===== src/hw/rtl/tfpt_pkg.sv =====
// Shared widths, constants and interface types of the tent filter pair tap block.
package tfpt_pkg;

   localparam int CENTRE_W = 24;
   localparam int HW_W     = 21;
   localparam int POS_W    = 26;
   localparam int WEIGHT_W = 17;
   localparam int X_W      = 26;
   localparam int FIRST_W  = 10;
   localparam int TEXEL_W  = 11;
   localparam int CNT_W    = 6;
   localparam int FRAC_W   = 16;
   localparam int D_W      = 21;
   localparam int SQ_W     = 42;
   localparam int REM_W    = 44;
   localparam int QUOT_W   = 17;
   localparam int STEP_W   = 5;

   localparam logic [WEIGHT_W-1:0] ONE_Q16  = 17'h10000;
   localparam logic [FRAC_W-1:0]   HALF_Q16 = 16'h8000;
   localparam logic [HW_W-1:0]     HW_RESET = 21'h010000;
   localparam logic [STEP_W-1:0]   CDF_STEPS = 5'd16;
   localparam logic [STEP_W-1:0]   POS_STEPS = 5'd17;

   // One centre after classification: left edge of the first texel pair, first texel, tap count and half-width.
   typedef struct packed {
      logic signed [X_W-1:0]     low;
      logic signed [TEXEL_W-1:0] texel;
      logic [CNT_W-1:0]          count;
      logic [HW_W-1:0]           half_width;
   } job_type;

   typedef struct packed {
      logic              start;
      logic [REM_W-1:0]  den;
      logic [REM_W-1:0]  rem;
      logic [QUOT_W-1:0] feed;
      logic [STEP_W-1:0] steps;
   } div_req_type;

   typedef struct packed {
      logic              done;
      logic [QUOT_W-1:0] quot;
   } div_rsp_type;

endpackage


===== src/hw/rtl/tfpt_front.sv =====
// Front end: accepts a request and works out the first texel, left edge and tap count.
module tfpt_front #(
   parameter int MAX_TAPS = 8
) (
   input  logic                                  clock,
   input  logic                                  reset,
   input  logic                                  req_valid,
   output logic                                  req_ready,
   input  logic signed [tfpt_pkg::CENTRE_W-1:0]  req_centre,
   input  logic [tfpt_pkg::HW_W-1:0]             half_width,
   output logic                                  push_valid,
   input  logic                                  push_ready,
   output tfpt_pkg::job_type                     push_job
);

   logic                               valid_ff;
   tfpt_pkg::job_type                  job_ff;
   tfpt_pkg::job_type                  job_in;
   logic signed [tfpt_pkg::X_W-1:0]    centre_x;
   logic signed [tfpt_pkg::X_W-1:0]    start_x;
   logic signed [tfpt_pkg::FIRST_W-1:0] first;
   logic [tfpt_pkg::HW_W:0]            cnt_sum;
   logic [tfpt_pkg::CNT_W-1:0]         raw_cnt;
   logic [tfpt_pkg::CNT_W-1:0]         cnt;

   always_comb begin
      centre_x = tfpt_pkg::X_W'(req_centre);
      start_x  = centre_x - signed'({5'b0, half_width})
                 + signed'({10'b0, tfpt_pkg::HALF_Q16});
      // The upper bits of the Q16 value are its floor.
      first    = start_x[tfpt_pkg::X_W-1:tfpt_pkg::FRAC_W];
      cnt_sum  = {1'b0, half_width} + {6'b0, tfpt_pkg::HALF_Q16};
      raw_cnt  = cnt_sum[tfpt_pkg::HW_W:tfpt_pkg::FRAC_W];
      cnt      = (raw_cnt > tfpt_pkg::CNT_W'(MAX_TAPS)) ? tfpt_pkg::CNT_W'(MAX_TAPS) : raw_cnt;
      job_in.low        = signed'({first, 16'b0}) - signed'({10'b0, tfpt_pkg::HALF_Q16})
                          - centre_x;
      job_in.texel      = tfpt_pkg::TEXEL_W'(first);
      job_in.count      = cnt;
      job_in.half_width = half_width;
   end

   assign req_ready  = !valid_ff || push_ready;
   assign push_valid = valid_ff;
   assign push_job   = job_ff;

   always_ff @(posedge clock) begin
      if (reset) begin
         valid_ff <= 1'b0;
      end else if (req_ready) begin
         // A request that gives no taps is consumed here.
         valid_ff <= req_valid && (cnt != '0);
      end
      if (req_valid && req_ready) begin
         job_ff <= job_in;
      end
   end

endmodule


===== src/hw/rtl/tfpt_queue.sv =====
// Two-entry queue that decouples the front end from the tap sequencer.
module tfpt_queue (
   input  logic              clock,
   input  logic              reset,
   input  logic              push_valid,
   output logic              push_ready,
   input  tfpt_pkg::job_type push_job,
   output logic              pop_valid,
   input  logic              pop_ready,
   output tfpt_pkg::job_type pop_job
);

   tfpt_pkg::job_type mem_ff [2];
   logic              wr_ptr_ff;
   logic              rd_ptr_ff;
   logic [1:0]        fill_ff;
   logic              do_push;
   logic              do_pop;

   assign push_ready = (fill_ff != 2'd2);
   assign pop_valid  = (fill_ff != 2'd0);
   assign pop_job    = mem_ff[rd_ptr_ff];
   assign do_push    = push_valid && push_ready;
   assign do_pop     = pop_valid && pop_ready;

   always_ff @(posedge clock) begin
      if (reset) begin
         wr_ptr_ff <= 1'b0;
         rd_ptr_ff <= 1'b0;
         fill_ff   <= 2'd0;
      end else begin
         if (do_push) begin
            wr_ptr_ff <= !wr_ptr_ff;
         end
         if (do_pop) begin
            rd_ptr_ff <= !rd_ptr_ff;
         end
         if (do_push && !do_pop) begin
            fill_ff <= fill_ff + 2'd1;
         end else if (do_pop && !do_push) begin
            fill_ff <= fill_ff - 2'd1;
         end
      end
      if (do_push) begin
         mem_ff[wr_ptr_ff] <= push_job;
      end
   end

endmodule


===== src/hw/rtl/tfpt_div.sv =====
// Shared restoring divider, one quotient bit per cycle.
module tfpt_div (
   input  logic                  clock,
   input  logic                  reset,
   input  tfpt_pkg::div_req_type div_req,
   output tfpt_pkg::div_rsp_type div_rsp
);

   logic [tfpt_pkg::REM_W-1:0]  rem_ff;
   logic [tfpt_pkg::REM_W-1:0]  den_ff;
   logic [tfpt_pkg::QUOT_W-1:0] feed_ff;
   logic [tfpt_pkg::QUOT_W-1:0] quot_ff;
   logic [tfpt_pkg::STEP_W-1:0] steps_ff;
   logic                        busy_ff;
   logic                        done_ff;
   logic [tfpt_pkg::REM_W-1:0]  trial;
   logic                        fits;

   // The caller keeps the starting remainder below the divisor, so the top bit is free.
   assign trial = {rem_ff[tfpt_pkg::REM_W-2:0], feed_ff[tfpt_pkg::QUOT_W-1]};
   assign fits  = (trial >= den_ff);

   assign div_rsp.done = done_ff;
   assign div_rsp.quot = quot_ff;

   always_ff @(posedge clock) begin
      if (reset) begin
         busy_ff <= 1'b0;
         done_ff <= 1'b0;
      end else begin
         done_ff <= 1'b0;
         if (div_req.start) begin
            busy_ff <= 1'b1;
         end else if (busy_ff && steps_ff == 5'd1) begin
            busy_ff <= 1'b0;
            done_ff <= 1'b1;
         end
      end
      if (div_req.start) begin
         rem_ff   <= div_req.rem;
         den_ff   <= div_req.den;
         feed_ff  <= div_req.feed;
         steps_ff <= div_req.steps;
         quot_ff  <= '0;
      end else if (busy_ff) begin
         rem_ff   <= fits ? (trial - den_ff) : trial;
         quot_ff  <= {quot_ff[tfpt_pkg::QUOT_W-2:0], fits};
         feed_ff  <= {feed_ff[tfpt_pkg::QUOT_W-2:0], 1'b0};
         steps_ff <= steps_ff - 5'd1;
      end
   end

endmodule


===== src/hw/rtl/tfpt_back.sv =====
// Back end: evaluates the tent CDF at texel edges and emits one tap per texel pair.
module tfpt_back (
   input  logic                                 clock,
   input  logic                                 reset,
   input  logic                                 pop_valid,
   output logic                                 pop_ready,
   input  tfpt_pkg::job_type                    pop_job,
   output tfpt_pkg::div_req_type                div_req,
   input  tfpt_pkg::div_rsp_type                div_rsp,
   output logic                                 rsp_valid,
   input  logic                                 rsp_ready,
   output logic signed [tfpt_pkg::POS_W-1:0]    rsp_tap_position,
   output logic [tfpt_pkg::WEIGHT_W-1:0]        rsp_tap_weight,
   output logic                                 rsp_last_tap
);

   typedef enum logic [3:0] {
      ST_IDLE, ST_MUL_H, ST_CDF_PREP, ST_CDF_SQ, ST_CDF_DIV, ST_CDF_WAIT,
      ST_CDF_STORE, ST_POS_PREP, ST_POS_WAIT, ST_EMIT
   } state_type;

   state_type                              state_ff;
   logic signed [tfpt_pkg::X_W-1:0]        x_ff;
   logic signed [tfpt_pkg::TEXEL_W-1:0]    texel_ff;
   logic [tfpt_pkg::CNT_W-1:0]             left_ff;
   logic [tfpt_pkg::HW_W-1:0]              h_ff;
   logic [tfpt_pkg::SQ_W-1:0]              hh_ff;
   logic [tfpt_pkg::D_W-1:0]               d_ff;
   logic [tfpt_pkg::SQ_W-1:0]              dd_ff;
   logic                                   neg_ff;
   logic [1:0]                             stage_ff;
   logic [tfpt_pkg::WEIGHT_W-1:0]          cval_ff;
   logic [tfpt_pkg::WEIGHT_W-1:0]          c0_ff;
   logic [tfpt_pkg::WEIGHT_W-1:0]          c1_ff;
   logic [tfpt_pkg::WEIGHT_W-1:0]          c2_ff;
   logic [tfpt_pkg::WEIGHT_W-1:0]          w_ff;
   logic [tfpt_pkg::QUOT_W-1:0]            pq_ff;
   logic                                   rsp_valid_ff;
   logic signed [tfpt_pkg::POS_W-1:0]      rsp_pos_ff;
   logic [tfpt_pkg::WEIGHT_W-1:0]          rsp_weight_ff;
   logic                                   rsp_last_ff;

   logic signed [tfpt_pkg::X_W-1:0]        h_s;
   logic signed [tfpt_pkg::X_W-1:0]        d_sum;
   logic signed [tfpt_pkg::X_W-1:0]        d_diff;
   logic [tfpt_pkg::WEIGHT_W-1:0]          b_w;
   logic [tfpt_pkg::WEIGHT_W-1:0]          w_w;
   logic signed [tfpt_pkg::POS_W:0]        pos_sum;
   logic                                   out_free;

   always_comb begin
      h_s     = signed'({5'b0, h_ff});
      d_sum   = x_ff + h_s;
      d_diff  = h_s - x_ff;
      // The CDF never decreases, so both weights are non-negative.
      b_w     = c2_ff - c1_ff;
      w_w     = c2_ff - c0_ff;
      pos_sum = signed'({texel_ff, 16'b0}) + signed'({10'b0, pq_ff});
      out_free = !rsp_valid_ff || rsp_ready;

      div_req.start = 1'b0;
      div_req.den   = {1'b0, hh_ff, 1'b0};
      div_req.rem   = {2'b0, dd_ff};
      div_req.feed  = '0;
      div_req.steps = tfpt_pkg::CDF_STEPS;
      case (state_ff)
         ST_CDF_DIV: begin
            div_req.start = 1'b1;
         end
         ST_POS_PREP: begin
            div_req.start = (w_w != '0);
            div_req.den   = {27'b0, w_w};
            div_req.rem   = {28'b0, b_w[tfpt_pkg::WEIGHT_W-1:1]};
            div_req.feed  = {b_w[0], 16'b0};
            div_req.steps = tfpt_pkg::POS_STEPS;
         end
         default: begin
         end
      endcase
   end

   assign pop_ready        = (state_ff == ST_IDLE);
   assign rsp_valid        = rsp_valid_ff;
   assign rsp_tap_position = rsp_pos_ff;
   assign rsp_tap_weight   = rsp_weight_ff;
   assign rsp_last_tap     = rsp_last_ff;

   always_ff @(posedge clock) begin
      if (reset) begin
         state_ff     <= ST_IDLE;
         rsp_valid_ff <= 1'b0;
      end else begin
         // In the emit state a taken tap is replaced by the next one below.
         if (rsp_valid_ff && rsp_ready && state_ff != ST_EMIT) begin
            rsp_valid_ff <= 1'b0;
         end
         case (state_ff)
            ST_IDLE: begin
               if (pop_valid) begin
                  x_ff     <= pop_job.low;
                  texel_ff <= pop_job.texel;
                  left_ff  <= pop_job.count;
                  h_ff     <= pop_job.half_width;
                  stage_ff <= 2'd0;
                  state_ff <= ST_MUL_H;
               end
            end
            ST_MUL_H: begin
               hh_ff    <= tfpt_pkg::SQ_W'(h_ff) * tfpt_pkg::SQ_W'(h_ff);
               state_ff <= ST_CDF_PREP;
            end
            ST_CDF_PREP: begin
               neg_ff <= (x_ff <= 0);
               d_ff   <= (x_ff <= 0) ? d_sum[tfpt_pkg::D_W-1:0] : d_diff[tfpt_pkg::D_W-1:0];
               if (x_ff <= -h_s) begin
                  cval_ff  <= '0;
                  state_ff <= ST_CDF_STORE;
               end else if (x_ff >= h_s) begin
                  cval_ff  <= tfpt_pkg::ONE_Q16;
                  state_ff <= ST_CDF_STORE;
               end else begin
                  state_ff <= ST_CDF_SQ;
               end
            end
            ST_CDF_SQ: begin
               dd_ff    <= tfpt_pkg::SQ_W'(d_ff) * tfpt_pkg::SQ_W'(d_ff);
               state_ff <= ST_CDF_DIV;
            end
            ST_CDF_DIV: begin
               state_ff <= ST_CDF_WAIT;
            end
            ST_CDF_WAIT: begin
               if (div_rsp.done) begin
                  cval_ff  <= neg_ff ? div_rsp.quot : (tfpt_pkg::ONE_Q16 - div_rsp.quot);
                  state_ff <= ST_CDF_STORE;
               end
            end
            ST_CDF_STORE: begin
               x_ff <= x_ff + signed'({10'b0, 16'hFFFF}) + 26'sd1;
               case (stage_ff)
                  2'd0: begin
                     c0_ff    <= cval_ff;
                     stage_ff <= 2'd1;
                     state_ff <= ST_CDF_PREP;
                  end
                  2'd1: begin
                     c1_ff    <= cval_ff;
                     stage_ff <= 2'd2;
                     state_ff <= ST_CDF_PREP;
                  end
                  default: begin
                     c2_ff    <= cval_ff;
                     state_ff <= ST_POS_PREP;
                  end
               endcase
            end
            ST_POS_PREP: begin
               w_ff <= w_w;
               if (w_w == '0) begin
                  pq_ff    <= '0;
                  state_ff <= ST_EMIT;
               end else begin
                  state_ff <= ST_POS_WAIT;
               end
            end
            ST_POS_WAIT: begin
               if (div_rsp.done) begin
                  pq_ff    <= div_rsp.quot;
                  state_ff <= ST_EMIT;
               end
            end
            ST_EMIT: begin
               if (out_free) begin
                  rsp_valid_ff  <= 1'b1;
                  rsp_pos_ff    <= pos_sum[tfpt_pkg::POS_W-1:0];
                  rsp_weight_ff <= w_ff;
                  rsp_last_ff   <= (left_ff == 6'd1);
                  if (left_ff == 6'd1) begin
                     state_ff <= ST_IDLE;
                  end else begin
                     // The right edge of this pair is the left edge of the next one.
                     left_ff  <= left_ff - 6'd1;
                     texel_ff <= texel_ff + 11'sd2;
                     c0_ff    <= c2_ff;
                     stage_ff <= 2'd1;
                     state_ff <= ST_CDF_PREP;
                  end
               end
            end
            default: begin
               state_ff <= ST_IDLE;
            end
         endcase
      end
   end

endmodule


===== src/hw/rtl/tent_filter_pair_taps.sv =====
// Tent filter pair taps: for each centre request the block emits min(round(half_width),
// MAX_TAPS) taps, one per texel pair, in order, with last_tap set on the final one; a
// half-width under one half gives no taps. Each tap needs two tent CDF evaluations (three
// for the first tap of a centre) and one position division (none for a zero weight), all
// on a single shared bit-serial divider; an edge outside the tent needs no division.
// The front end and a two-entry queue take further requests while the back end works,
// and an output register lets the back end go on while a tap waits to be taken. Write
// the half-width only while the block is idle.
module tent_filter_pair_taps #(
   parameter int MAX_TAPS = 8
) (
   input  logic                                 clock,
   input  logic                                 reset,
   input  logic                                 req_valid,
   output logic                                 req_ready,
   input  logic signed [tfpt_pkg::CENTRE_W-1:0] req_centre,
   output logic                                 rsp_valid,
   input  logic                                 rsp_ready,
   output logic signed [tfpt_pkg::POS_W-1:0]    rsp_tap_position,
   output logic [tfpt_pkg::WEIGHT_W-1:0]        rsp_tap_weight,
   output logic                                 rsp_last_tap,
   input  logic                                 csr_write_enable,
   input  logic [tfpt_pkg::HW_W-1:0]            csr_write_data
);

   logic [tfpt_pkg::HW_W-1:0] half_width_ff;
   logic                      push_valid;
   logic                      push_ready;
   tfpt_pkg::job_type         push_job;
   logic                      pop_valid;
   logic                      pop_ready;
   tfpt_pkg::job_type         pop_job;
   tfpt_pkg::div_req_type     div_req;
   tfpt_pkg::div_rsp_type     div_rsp;

   always_ff @(posedge clock) begin
      if (reset) begin
         half_width_ff <= tfpt_pkg::HW_RESET;
      end else if (csr_write_enable) begin
         half_width_ff <= csr_write_data;
      end
   end

   tfpt_front #(
      .MAX_TAPS(MAX_TAPS)
   ) u_front (
      .clock      (clock),
      .reset      (reset),
      .req_valid  (req_valid),
      .req_ready  (req_ready),
      .req_centre (req_centre),
      .half_width (half_width_ff),
      .push_valid (push_valid),
      .push_ready (push_ready),
      .push_job   (push_job)
   );

   tfpt_queue u_queue (
      .clock      (clock),
      .reset      (reset),
      .push_valid (push_valid),
      .push_ready (push_ready),
      .push_job   (push_job),
      .pop_valid  (pop_valid),
      .pop_ready  (pop_ready),
      .pop_job    (pop_job)
   );

   tfpt_div u_div (
      .clock   (clock),
      .reset   (reset),
      .div_req (div_req),
      .div_rsp (div_rsp)
   );

   tfpt_back u_back (
      .clock            (clock),
      .reset            (reset),
      .pop_valid        (pop_valid),
      .pop_ready        (pop_ready),
      .pop_job          (pop_job),
      .div_req          (div_req),
      .div_rsp          (div_rsp),
      .rsp_valid        (rsp_valid),
      .rsp_ready        (rsp_ready),
      .rsp_tap_position (rsp_tap_position),
      .rsp_tap_weight   (rsp_tap_weight),
      .rsp_last_tap     (rsp_last_tap)
   );

endmodule

===== config.mk =====
export PLATFORM = sky130hd
export DESIGN_NAME = tent_filter_pair_taps
export DESIGN_NICKNAME = d
export VERILOG_FILES = /design/src/hw/rtl/tfpt_pkg.sv /design/src/hw/rtl/tfpt_front.sv /design/src/hw/rtl/tfpt_queue.sv /design/src/hw/rtl/tfpt_div.sv /design/src/hw/rtl/tfpt_back.sv /design/src/hw/rtl/tent_filter_pair_taps.sv
export SDC_FILE = /design/constraint.sdc
export NUM_CORES = 2
export LEC_CHECK = 0
export BUFFER_PORTS_ARGS = -buffer_cell sky130_fd_sc_hd__buf_4
export CORE_MARGIN = 1.5
export CORE_UTILIZATION = 45
export CTS_CLUSTER_DIAMETER = 40
export CTS_CLUSTER_SIZE = 28
export DETAILED_ROUTE_END_ITERATION = 10
export PLACE_DENSITY = 0.67
export SKIP_CTS_REPAIR_TIMING = 1
export SYNTH_ARGS = -nofsm -noshare
export SYNTH_HDL_FRONTEND = slang
export SYNTH_SLANG_ARGS = --single-unit

===== constraint.sdc =====
create_clock -name clock -period 12.4 [get_ports clock]
set_input_delay 1.24 -clock clock [delete_from_list [all_inputs] [get_ports clock]]
set_output_delay 1.24 -clock clock [all_outputs]
set_load 0.02 [all_outputs]

==> reports/metrics.yaml <==
final_layout:
  nNetsFinal: 6753
  final_util_pct: 50.16
  synthToLayoutAreaGrowth_pct: 10.20
  num_antenna_cells: 0
  multi_input_area_mm2: 0.03383
  seqCellArea_mm2: 0.01892
  fillCellCount: 11190
  drive_gt1_share_pct: 6.939
timing:
  drv_slew: 0
  grt_setup_unrepaired: "false"
  timing.final.ws_setup_ns: 3.953
  tns_ns: 0
  hold_violations: 0
  slew_headroom_pct: 23.28
  fin_crit_sh_pct: 68.12
  tightestPinTransition_ns: 1.148
  timing.final.crit_period_ns: 8.447
  setup_viol: 0
  finClkSkew_ns: 0.02860
  fmax_ghz: 0.1184
global_route:
  grt_pass1_wl_um: 220500
  grt_use_total_pct: 21.58
  antenna_found_initial: 6
  grt_overflow_total: 0
  grt_pass1_vias: 40148
  grt_max_degree: 68
synthesis:
  ys_top_cells_by_area: "edfxtp_1 (31%), fa_1 (22%), ha_1 (11%), inv_1 (6.9%), xnor2_1 (3.1%)"
  seq_area_frac_synth_pct: 32.97
  synth_common_cells: "inv_1 (1,050), fa_1 (627), edfxtp_1 (596)"
  syn_inst: 5492
  synth.distinct_cells: 89
  synthMostInstantiatedCell: "inv_1"
  synth_area_mm2: 0.05738
  ys.flop_type: "edfxtp_1"
  synthSimpleGateAreaFrac_pct: 10.73
  syn_area_per_cell_um2: 10.45
  synth_compound_area_share_pct: 7.754
  yosys_warnings: 0
  yosysTopAreaCell: "edfxtp_1"
  synthXorXnorAreaFrac_pct: 4.427
  synth_adder_area_share_pct: 33.32
  synth-seq-cells: 647
  synth_top_area_share_pct: 31.19
  synth_edf_count: 596
  muxShareOfSynthArea_pct: 2.625
  async_flop_share_pct: 0
  synth_top_family_by_area: "adder cells"
floorplan:
  num_io_pins: 96
  die_x_um: 360.1
  rows: 130
  fp.dieH_um: 360.1
  start_util_pct: 45.52
  die-area_mm2: 0.1297
  core_area_mm2: 0.1261
route:
  ant_nets: 0
  drtPass1Iterations: 6
  drt_iter0_drc: 2854
  vias_per_cell: 5.309
  wl_um: 139000
  num_vias: 38678
  wl_per_cell_um: 19.09
  drc: 0
min_path:
  min_from: "u_back.pq_ff[10]$_SDFFCE_PN0P_"
  hold_class: "reg -> reg"
cts:
  htreeDepth: 3
  insertion_delay_ns: 0.68
  clk_path_buf_depth: 3
  cts-root-buf: "clkbuf_16"
  clkSlewWorstSetupHoldPaths_ns: 0.06
  cts_sinks: 647
  numCtsBuffers: 97
  cts_tree: "done"
place:
  place_hpwl_um: 109800
  portBuffers: 95
  dp_slack_ns: 4.051
  gp_congestion: 0.9241
setup_path:
  path_class: "reg -> reg"
  worstPathArrival_ns: 8.86
  start_kind: "flip-flop"
  critPathLaunch: "u_back.h_ff[14]$_DFFE_PP_"
  cp-end-kind: "flip-flop"
  r2r-start: "u_back.h_ff[14]$_DFFE_PP_"
  crit_required_ns: 12.81
  cp_max_fo: 18
run_status:
  status: "finished clean"
flow_run:
  maxCapViolCount: 0
routing by layer:
layer / track usage [%] / up-vias / share of wire (%)
met2: 34.91 / 1240 / 46
li1: - / 18142 / -
met3: 3.024 / 297 / 6.4
met5: 0 / - / 0.024
met4: 7.827 / 4 / 3.7
met1: 29.59 / 18995 / 44
cells by family after synthesis:
| family | Yosys count |
|---|---|
| xor gates and xnor gates | 290 |
| DFF | 647 |
| buffers and inverters | 1236 |
| AOI/OAI and AO/OA | 692 |
| and+or+nand+nor | 1328 |
| other | 1 |
| adders and majority gates | 1152 |
| muxes | 146 |
registers in the layout, indices dropped and copies added, names as in the netlist, 21 cells and up, named ones only:
signal	cells
u_back.rsp_tap_position	26
u_back.h_ff	21
u_div.rem_ff	43
u_div.den_ff	43
u_queue.mem_ff	126
u_back.x_ff	26
u_back.dd_ff	41
u_front.push_job	63
half_width_ff	21
u_back.d_ff	21
u_back.hh_ff	41
worst max-delay path: stages, from the launching register on:
cell and delay [ns]:
edfxtp_1 0.62, clkinv_1 0.63, nor2_1 0.34, inv_1 0.09, fa_1 0.53, inv_1 0.05, fa_1 0.50, inv_1 0.05
fa_1 0.48, inv_1 0.06, fa_1 0.50, fa_1 0.52, fa_1 0.55, inv_1 0.05, fa_1 0.54, inv_1 0.05
ha_1 0.35, a21oi_1 0.14, o21ai_0 0.20, a2111oi_0 0.50, o32ai_1 0.21, o31a_1 0.36, a221oi_1 0.36, a211o_1 0.24
o21ai_0 0.12, xnor2_1 0.15
layout make-up:
type                    count  area share (%)
well taps                1650           3.265
flip-flops and latches    647           29.93
repair buffers            137           1.627
multi-input cells        3610           53.50
clock buffers             101           3.912
inverters                1058           6.285
clock inverters            82           1.482
cells in the final DEF, fill, tap and decap left out, types with 12 or more instances in the layout:
cell type	count
inv_1	1050
fa_1	627
edfxtp_1	596
ha_1	525
nand2_1	449
nor2_1	378
a21oi_1	206
xnor2_1	200
o21ai_0	147
and2_1	140
buf_4	137
mux2i_1	110
clkbuf_16	98
a21o_1	90
xor2_1	90
nand3_1	74
nor3_1	55
dfxtp_1	50
nand2b_1	39
mux2_2	35
nand4_1	34
nor2b_1	33
o21a_1	26
and3_1	25
o21bai_1	24
o31ai_1	23
or3_1	22
a211oi_1	22
a31oi_1	18
nor4_1	16
clkinv_1	16
inv_6	16
o211ai_1	14
clkinv_8	12
final timing paths:
path	to	slack, ns	depth (start not counted)
max reg2reg	u_back.hh_ff[41]$_DFFE_PP_	3.95	25
max	u_back.hh_ff[41]$_DFFE_PP_	3.95	25
min	u_back.rsp_tap_position[10]$_DFFE_PP_	0.42	0
min reg2reg	u_back.rsp_tap_position[10]$_DFFE_PP_	0.42	0
through the flow:
stage,hold slack [ns],cells,instance area (um^2)
2_1_floorplan,0.4003,5493,57380
3_3_place_gp,0.4018,7102,59820
3_5_place_dp,0.4045,7102,59820
4_1_cts,0.4193,7285,63230
5_1_grt,0.4214,7285,63230
6_report,0.4175,7285,63230
Power is not shown: default switching activity piles up to over one toggle a cycle in this logic, so the estimate is an artifact.
